### config.mk
export PLATFORM = sky130hd
export DESIGN_NAME = ibus_frame_parser
export DESIGN_NICKNAME = d
export VERILOG_FILES = /design/src/design/ibp_pkg.sv /design/src/design/ibp_ram.sv /design/src/design/ibp_front.sv /design/src/design/ibp_back.sv /design/src/design/ibus_frame_parser.sv
export SDC_FILE = /design/constraint.sdc
export NUM_CORES = 1
export LEC_CHECK = 0
export ABC_AREA = 1
export BUFFER_PORTS_ARGS = -buffer_cell sky130_fd_sc_hd__buf_2
export CORE_MARGIN = 2
export CORE_UTILIZATION = 61
export DETAILED_ROUTE_END_ITERATION = 12
export PLACE_DENSITY = 0.75
export SLEW_MARGIN = 20
export SYNTH_ARGS = -nofsm -noshare
export SYNTH_HDL_FRONTEND = slang
export SYNTH_HIERARCHICAL = 1
export SYNTH_SLANG_ARGS = --single-unit
### constraint.sdc
create_clock -name clk_i -period 4.7 [get_ports clk_i]
set_clock_uncertainty 0.1 [all_clocks]
set_input_delay 0.235 -clock clk_i [delete_from_list [all_inputs] [get_ports clk_i]]
set_output_delay 0.235 -clock clk_i [all_outputs]
set_load 0.01 [all_outputs]
### src/design/ibp_pkg.sv
// Shared types and constants for the iBus frame parser.
// No dependencies; imported by the front, back and top-level modules.
`default_nettype none

package ibp_pkg;

  // Widest payload write index carried between front and back
  localparam int unsigned IDX_W = 6;

  // Parser phases
  localparam logic [2:0] PH_LENGTH   = 3'd0;
  localparam logic [2:0] PH_COMMAND  = 3'd1;
  localparam logic [2:0] PH_PAYLOAD  = 3'd2;
  localparam logic [2:0] PH_CHECK_LO = 3'd3;
  localparam logic [2:0] PH_CHECK_HI = 3'd4;

  localparam logic [7:0]  LEN_MIN     = 8'h05;
  localparam logic [7:0]  LEN_MAX     = 8'h20;
  localparam logic [7:0]  SERVO_CMD   = 8'h40;
  localparam logic [7:0]  OVERHEAD    = 8'h04;
  localparam logic [15:0] CHK_INIT    = 16'hFFFF;

  typedef struct packed {
    logic             en;
    logic [IDX_W-1:0] addr;
    logic [7:0]       data;
  } store_wr_t;

endpackage

`default_nettype wire

### src/design/ibp_ram.sv
// Generic single-write, single-read RAM with registered read data.
// No dependencies.
`default_nettype none

module ibp_ram #(
  parameter int unsigned WIDTH = 8,
  parameter int unsigned DEPTH = 32
) (
  input  wire logic                     clk_i,
  input  wire logic                     we_i,
  input  wire logic [$clog2(DEPTH)-1:0] waddr_i,
  input  wire logic [WIDTH-1:0]         wdata_i,
  input  wire logic                     re_i,
  input  wire logic [$clog2(DEPTH)-1:0] raddr_i,
  output logic      [WIDTH-1:0]         rdata_o
);

  logic [WIDTH-1:0] mem_q [DEPTH];

  always_ff @(posedge clk_i) begin
    if (we_i) begin
      mem_q[waddr_i] <= wdata_i;
    end
    if (re_i) begin
      rdata_o <= mem_q[raddr_i];
    end
  end

endmodule

`default_nettype wire

### src/design/ibp_front.sv
// Front end: byte-level frame parser, checksum tracking and payload writes.
// Depends on ibp_pkg; feeds ibp_back with store writes and frame tokens.
`default_nettype none

module ibp_front #(
  parameter int unsigned STORE_BYTES = 32
) (
  input  wire logic                clk_i,
  input  wire logic                rst_ni,
  input  wire logic                accept_i,
  input  wire logic                kind_i,
  input  wire logic [7:0]          byte_value_i,
  input  wire logic                back_busy_i,
  output logic                     stall_o,
  output ibp_pkg::store_wr_t       wr_o,
  output logic                     frame_ok_o
);
  import ibp_pkg::*;

  logic [2:0]       phase_q, phase_d;
  logic [4:0]       pay_cnt_q, pay_cnt_d;
  logic [7:0]       cmd_q, cmd_d;
  logic [15:0]      chk_q, chk_d;
  logic [7:0]       chk_lo_q, chk_lo_d;
  logic [IDX_W-1:0] wr_idx_q, wr_idx_d;
  logic [IDX_W-1:0] idx_nx;

  // payload bytes and the frame end wait while the back end reads the store
  assign stall_o = back_busy_i && (phase_q == PH_PAYLOAD || phase_q == PH_CHECK_HI);

  assign idx_nx = wr_idx_q + 1'b1;

  always_comb begin
    phase_d    = phase_q;
    pay_cnt_d  = pay_cnt_q;
    cmd_d      = cmd_q;
    chk_d      = chk_q;
    chk_lo_d   = chk_lo_q;
    wr_idx_d   = wr_idx_q;
    wr_o       = '0;
    frame_ok_o = 1'b0;
    if (accept_i) begin
      if (kind_i) begin
        phase_d = PH_LENGTH;
      end else begin
        case (phase_q)
          PH_COMMAND: begin
            cmd_d   = byte_value_i;
            chk_d   = chk_q - {8'h00, byte_value_i};
            phase_d = PH_PAYLOAD;
          end
          PH_PAYLOAD: begin
            wr_o.en   = ({1'b0, wr_idx_q} < (IDX_W+1)'(STORE_BYTES));
            wr_o.addr = wr_idx_q;
            wr_o.data = byte_value_i;
            wr_idx_d  = idx_nx;
            chk_d     = chk_q - {8'h00, byte_value_i};
            if (idx_nx == IDX_W'(pay_cnt_q) ||
                {1'b0, idx_nx} >= (IDX_W+1)'(STORE_BYTES)) begin
              phase_d = PH_CHECK_LO;
            end
          end
          PH_CHECK_LO: begin
            chk_lo_d = byte_value_i;
            phase_d  = PH_CHECK_HI;
          end
          PH_CHECK_HI: begin
            phase_d    = PH_LENGTH;
            frame_ok_o = ({byte_value_i, chk_lo_q} == chk_q) && (cmd_q == SERVO_CMD);
          end
          default: begin
            // hunting for a length byte; unused phase codes land here too
            if (byte_value_i inside {[LEN_MIN:LEN_MAX]}) begin
              phase_d   = PH_COMMAND;
              wr_idx_d  = '0;
              pay_cnt_d = 5'(byte_value_i - OVERHEAD);
              chk_d     = CHK_INIT - {8'h00, byte_value_i};
            end else begin
              phase_d = PH_LENGTH;
            end
          end
        endcase
      end
    end
  end

  always_ff @(posedge clk_i or negedge rst_ni) begin
    if (!rst_ni) begin
      phase_q   <= PH_LENGTH;
      pay_cnt_q <= '0;
      cmd_q     <= '0;
      chk_q     <= '0;
      chk_lo_q  <= '0;
      wr_idx_q  <= '0;
    end else begin
      phase_q   <= phase_d;
      pay_cnt_q <= pay_cnt_d;
      cmd_q     <= cmd_d;
      chk_q     <= chk_d;
      chk_lo_q  <= chk_lo_d;
      wr_idx_q  <= wr_idx_d;
    end
  end

endmodule

`default_nettype wire

### src/design/ibp_back.sv
// Back end: payload store, frame token queue and per-channel result sequencer.
// Depends on ibp_pkg and ibp_ram; driven by ibp_front.
`default_nettype none

module ibp_back #(
  parameter int unsigned CHANNELS    = 14,
  parameter int unsigned STORE_BYTES = 32
) (
  input  wire logic               clk_i,
  input  wire logic               rst_ni,
  input  ibp_pkg::store_wr_t      wr_i,
  input  wire logic               frame_ok_i,
  input  wire logic               pop_i,
  output logic                    busy_o,
  output logic                    out_valid_o,
  output logic [3:0]              channel_index_o,
  output logic [15:0]             channel_value_o,
  output logic                    last_o
);
  import ibp_pkg::*;

  localparam int unsigned AW = $clog2(STORE_BYTES);
  localparam int unsigned CW = (CHANNELS > 1) ? $clog2(CHANNELS) : 1;

  localparam logic [1:0] ST_IDLE = 2'd0;
  localparam logic [1:0] ST_LO   = 2'd1;
  localparam logic [1:0] ST_HI   = 2'd2;
  localparam logic [1:0] ST_OUT  = 2'd3;

  logic [1:0]             state_q, state_d;
  logic                   pend_q, pend_d;
  logic [CW-1:0]          ch_q, ch_d;
  logic [7:0]             lo_q, lo_d;
  logic                   rd_ok_q, rd_ok_d;
  logic [STORE_BYTES-1:0] valid_q;
  logic                   out_v_q, out_v_d;
  logic [3:0]             out_idx_q, out_idx_d;
  logic [15:0]            out_val_q, out_val_d;
  logic                   out_last_q, out_last_d;

  logic          rd_en;
  logic [CW:0]   rd_pos;
  logic          rd_in_range;
  logic [AW-1:0] rd_addr;
  logic [7:0]    rd_data;
  logic [7:0]    rd_byte;
  logic          ch_last;
  logic          out_free;

  ibp_ram #(
    .WIDTH (8),
    .DEPTH (STORE_BYTES)
  ) u_store (
    .clk_i   (clk_i),
    .we_i    (wr_i.en),
    .waddr_i (AW'(wr_i.addr)),
    .wdata_i (wr_i.data),
    .re_i    (rd_en),
    .raddr_i (rd_addr),
    .rdata_o (rd_data)
  );

  // positions past the store, and entries never written, read as zero
  assign rd_pos      = {ch_q, (state_q == ST_HI)};
  assign rd_in_range = (8'(rd_pos) < 8'(STORE_BYTES));
  assign rd_addr     = AW'(rd_pos);
  assign rd_en       = (state_q == ST_LO) || (state_q == ST_HI);
  assign rd_byte     = rd_ok_q ? rd_data : 8'h00;
  assign ch_last     = (ch_q == CW'(CHANNELS - 1));
  assign out_free    = !out_v_q || pop_i;

  assign busy_o = pend_q || (state_q != ST_IDLE);

  always_comb begin
    state_d    = state_q;
    pend_d     = pend_q || frame_ok_i;
    ch_d       = ch_q;
    lo_d       = lo_q;
    rd_ok_d    = rd_ok_q;
    out_v_d    = out_v_q && !pop_i;
    out_idx_d  = out_idx_q;
    out_val_d  = out_val_q;
    out_last_d = out_last_q;
    if (rd_en) begin
      rd_ok_d = rd_in_range && valid_q[rd_addr];
    end
    case (state_q)
      ST_IDLE: begin
        if (pend_q) begin
          pend_d  = 1'b0;
          ch_d    = '0;
          state_d = ST_LO;
        end
      end
      ST_LO: begin
        state_d = ST_HI;
      end
      ST_HI: begin
        lo_d    = rd_byte;
        state_d = ST_OUT;
      end
      ST_OUT: begin
        if (out_free) begin
          out_v_d    = 1'b1;
          out_idx_d  = 4'(ch_q);
          out_val_d  = {rd_byte, lo_q};
          out_last_d = ch_last;
          if (ch_last) begin
            state_d = ST_IDLE;
          end else begin
            ch_d    = ch_q + 1'b1;
            state_d = ST_LO;
          end
        end
      end
      default: begin
        state_d = ST_IDLE;
      end
    endcase
  end

  always_ff @(posedge clk_i or negedge rst_ni) begin
    if (!rst_ni) begin
      state_q <= ST_IDLE;
      pend_q  <= 1'b0;
      valid_q <= '0;
      out_v_q <= 1'b0;
    end else begin
      state_q <= state_d;
      pend_q  <= pend_d;
      out_v_q <= out_v_d;
      if (wr_i.en) begin
        valid_q[AW'(wr_i.addr)] <= 1'b1;
      end
    end
  end

  always_ff @(posedge clk_i) begin
    ch_q       <= ch_d;
    lo_q       <= lo_d;
    rd_ok_q    <= rd_ok_d;
    out_idx_q  <= out_idx_d;
    out_val_q  <= out_val_d;
    out_last_q <= out_last_d;
  end

  assign out_valid_o     = out_v_q;
  assign channel_index_o = out_idx_q;
  assign channel_value_o = out_val_q;
  assign last_o          = out_last_q;

endmodule

`default_nettype wire

### src/design/ibus_frame_parser.sv
// Receiver frame parser: takes serial bytes one beat at a time, checks the
// length, command and 16-bit checksum of each frame, and on a good servo frame
// emits one beat per channel (little-endian value from payload byte pairs,
// last set on the final channel). After a good frame the back sequencer works
// channel by channel: a registered read of each byte of the payload pair, then
// the output register, which waits while an earlier result is still unpopped.
// While that burst runs, payload and checksum-high beats are held off by full;
// length, command and checksum-low beats are still taken. Bytes beyond a short
// frame keep earlier values; never-written store entries read as zero.
// Depends on ibp_pkg, ibp_front, ibp_back and ibp_ram.
`default_nettype none

module ibus_frame_parser #(
  parameter int unsigned CHANNELS    = 14,
  parameter int unsigned STORE_BYTES = 32
) (
  input  wire logic        clk_i,
  input  wire logic        rst_ni,
  input  wire logic        push,
  output logic             full,
  input  wire logic        kind_i,
  input  wire logic [7:0]  byte_value_i,
  output logic             empty,
  input  wire logic        pop,
  output logic [3:0]       channel_index_o,
  output logic [15:0]      channel_value_o,
  output logic             last_o
);
  import ibp_pkg::*;

  store_wr_t store_wr;
  logic      frame_ok;
  logic      back_busy;
  logic      stall;
  logic      accept;
  logic      out_valid;

  assign full   = stall;
  assign accept = push && !stall;
  assign empty  = !out_valid;

  ibp_front #(
    .STORE_BYTES (STORE_BYTES)
  ) u_front (
    .clk_i        (clk_i),
    .rst_ni       (rst_ni),
    .accept_i     (accept),
    .kind_i       (kind_i),
    .byte_value_i (byte_value_i),
    .back_busy_i  (back_busy),
    .stall_o      (stall),
    .wr_o         (store_wr),
    .frame_ok_o   (frame_ok)
  );

  ibp_back #(
    .CHANNELS    (CHANNELS),
    .STORE_BYTES (STORE_BYTES)
  ) u_back (
    .clk_i           (clk_i),
    .rst_ni          (rst_ni),
    .wr_i            (store_wr),
    .frame_ok_i      (frame_ok),
    .pop_i           (pop && out_valid),
    .busy_o          (back_busy),
    .out_valid_o     (out_valid),
    .channel_index_o (channel_index_o),
    .channel_value_o (channel_value_o),
    .last_o          (last_o)
  );

endmodule

`default_nettype wire

==> flow_summary.yaml <==
min_path:
  hold_path_end: "u_front/chk_lo_q[6]$_DFFE_PN0P_"
  hold_path_depth: 3
  min_path_type: "in -> reg"
  min-delay-start: "byte_value_i[6]"
sta:
  period_share: 0.858
  tightest_slew_ns: 1.03
  relSlewSlack: 0.309
  finalMaxSlewViolations: 0
  holdWs_ns: 0.0326
  hold_viol: 0
  fmax_mhz: 248
  setup_violations: 0
  tns_ns: 0
  rsz0062_at_grt: "false"
  layout_setup_ws_ns: 0.669
  final.min_clock_period_ns: 4.03
yosys:
  synth.avg_cell_area_sq_um: 10.2
  syn_area_sq_um: 17100
  syn_nets: 1706
  yosysWarnings: 6
  syn_inst: 1674
place:
  dp_hpwl_um: 24600
  pre_cts_slack_ns: 0.772
  gp_congestion: 0.913
  port_buffers: 35
floorplan:
  dieWidth_um: 171
  start_util: 0.618
  io_pins: 36
  die_h_um: 171
  rows: 61
  core_sq_um: 27600
  die_area_sq_um: 29300
clocking:
  cts_sinks: 380
  clockBufferDepth: 3
  cts_tree: "built"
  cts.clk_slew.worst_paths_ns: 0.06
  postCtsSetupRepairBufs: 0
  clockRootBuffer: "clkbuf_16"
  cts-buffers-inserted: 38
  clk_latency_ns: 0.53
  cts.htree.levels: 2
setup_path:
  worst_r2r_startpoint: "u_back/state_q[0]$_DFFE_PN0P_"
  worst-setup-path-type: "reg -> reg"
  rr_worst_depth: 10
  critPathMaxStageDelay_ns: 0.76
  crit_path_frequent_cell: "nand2_1"
  critPathLaunchType: "register"
  cp_slowest_cell: "nor2_1"
  path_cells: "inv_1, ha_1, nand2_1, a21boi_0, nor2_2, nand2_1, buf_4, nor3_1, nand3_1, nor2_1"
  cp.arrival_ns: 4.07
  r2r_end: "u_back/u_store/mem_q[18][0]$_DFFE_PP_"
  critPathMaxFanout: 16
  required_ns: 4.74
  endpoint_kind: "register"
  r2r_setup_slack_ns: 0.67
pwr:
  p_per_area_nw_per_um2: 578
  power.total_mw: 10.8
  vdd_drop_max_mv: 0.367
  clkPwrFrac: 0.279
  swShare: 0.365
  p_leak_nw: 7.57
  combPwrFrac: 0.325
  power.internal_mw: 6.87
  power_frac_seq: 0.396
  power_switching_mw: 3.95
layout:
  nNetsFinal: 1744
  area_growth_pct: 9.71
  layout_common_cells: "nand2_1 (577), edfxtp_1 (298), nand3_1 (269)"
  antenna_cells: 0
  final_util: 0.678
  layout_commonest_cell: "nand2_1"
  drive_gt1_frac: 0.0898
drt:
  avgViaCountPerCell: 5.70
  post_drt_wl_per_cell_um: 18.7
  route.detailed.drc: 0
  final_antenna_net_count: 0
  routed-via-count: 12060
  wl_um: 39500
  dr.pass1.iters: 6
  drt_iter0_drc: 1250
global_route:
  grt_pass1_vias: 11403
  grt_pass1_wl_um: 61100
  grt_max_degree: 85
  grt_remaining_overflow: 0
  grt.total_usage: 0.274
  antenna_found_initial: 0
status:
  status: "finished, final reports clean"
job:
  drv_cap: 0
-- sequential cells by signal, summed over array words and instances, names as in the netlist --
| name | flops |
|---|---|
| u_back/ch_q | 4 |
| u_back/channel_index_o | 4 |
| u_back/channel_value_o | 16 |
| u_back/last_o | 1 |
| u_back/lo_q | 8 |
| u_back/out_valid_o | 1 |
| u_back/pend_q | 1 |
| u_back/rd_ok_q | 1 |
| u_back/state_q | 2 |
| u_back/u_store/mem_q | 256 |
| u_back/u_store/rdata_o | 8 |
| u_back/valid_q | 32 |
| u_front/chk_lo_q | 8 |
| u_front/chk_q | 16 |
| u_front/cmd_q | 8 |
| u_front/pay_cnt_q | 5 |
| u_front/phase_q | 3 |
| u_front/wr_idx_q | 6 |
-- area by class of cell --
cell class / instances / area [sq um]
repair buffers: 65 / 423
clock buffers: 44 / 995
well taps: 378 / 473
inverters: 123 / 473
flip-flops and latches: 380 / 11000
clock inverters: 22 / 243
fillers: 2105 / 8910
multi-input cells: 1104 / 5110
-- worst max-delay path by stage --
stage | startpoint | slack (ns) | cells after the start | end
finish | u_back/state_q[0]$_DFFE_PN0P_ | 0.67 | 10 | u_back/u_store/mem_q[18][0]$_DFFE_PP_
global route | u_back/state_q[0]$_DFFE_PN0P_ | 0.41 | 10 | u_back/u_store/mem_q[18][1]$_DFFE_PP_
CTS | u_back/state_q[0]$_DFFE_PN0P_ | 0.74 | 10 | u_back/u_store/mem_q[25][0]$_DFFE_PP_
detailed placement | u_back/state_q[0]$_DFFE_PN0P_ | 0.77 | 10 | u_back/u_store/mem_q[3][0]$_DFFE_PP_
global placement | u_back/state_q[0]$_DFFE_PN0P_ | 0.94 | 10 | u_back/u_store/mem_q[11][3]$_DFFE_PP_
floorplan | u_back/state_q[0]$_DFFE_PN0P_ | 1.39 | 8 | u_back/u_store/mem_q[0][2]$_DFFE_PP_
-- per-stage QoR --
stage | area [sq um] | instances
global route | 18700 | 2116
floorplan | 17100 | 1674
CTS | 18700 | 2116
global placement | 17400 | 2042
finish | 18700 | 2116
detailed placement | 17400 | 2042
-- what timing repair did --
| item | CTS | global route |
|---|---|---|
| resized for setup | 0 | 0 |
| hold endpoints to repair | 19 | 0 |
| hold buffers | 8 | 0 |
-- critical path, delay by kind of cell, from the launching register on --
family | cells | cell delay [ns]
flip-flops | 1 | 0.40
AO/OA/AOI/OAI | 1 | 0.15
AND/OR/NAND/NOR | 6 | 2.40
buffers and inverters | 2 | 0.37
adder cells (fa/ha/maj) | 1 | 0.22
-- power groups by stage --
| stage | registers (mW) | clock network [mW] | logic, mW |
|---|---|---|---|
| floorplan | 4.29 | 0 | 2.73 |
| global placement | 4.33 | 0 | 3.35 |
| detailed placement | 4.34 | 0 | 3.42 |
| CTS | 4.28 | 3.06 | 3.46 |
| global route | 4.32 | 3.19 | 3.92 |
| finish | 4.28 | 3.02 | 3.51 |
-- layer usage --
metal  global-route usage  share of wire  vias to the layer above
met3               0.0416          0.078                       87
met4               0.0917          0.026                        0
met5                    0              0                        -
met2                0.456           0.49                      523
met1                0.373           0.41                     5729
li1                     -              -                     5721
Note: power is estimated with default switching activity, not from simulation.
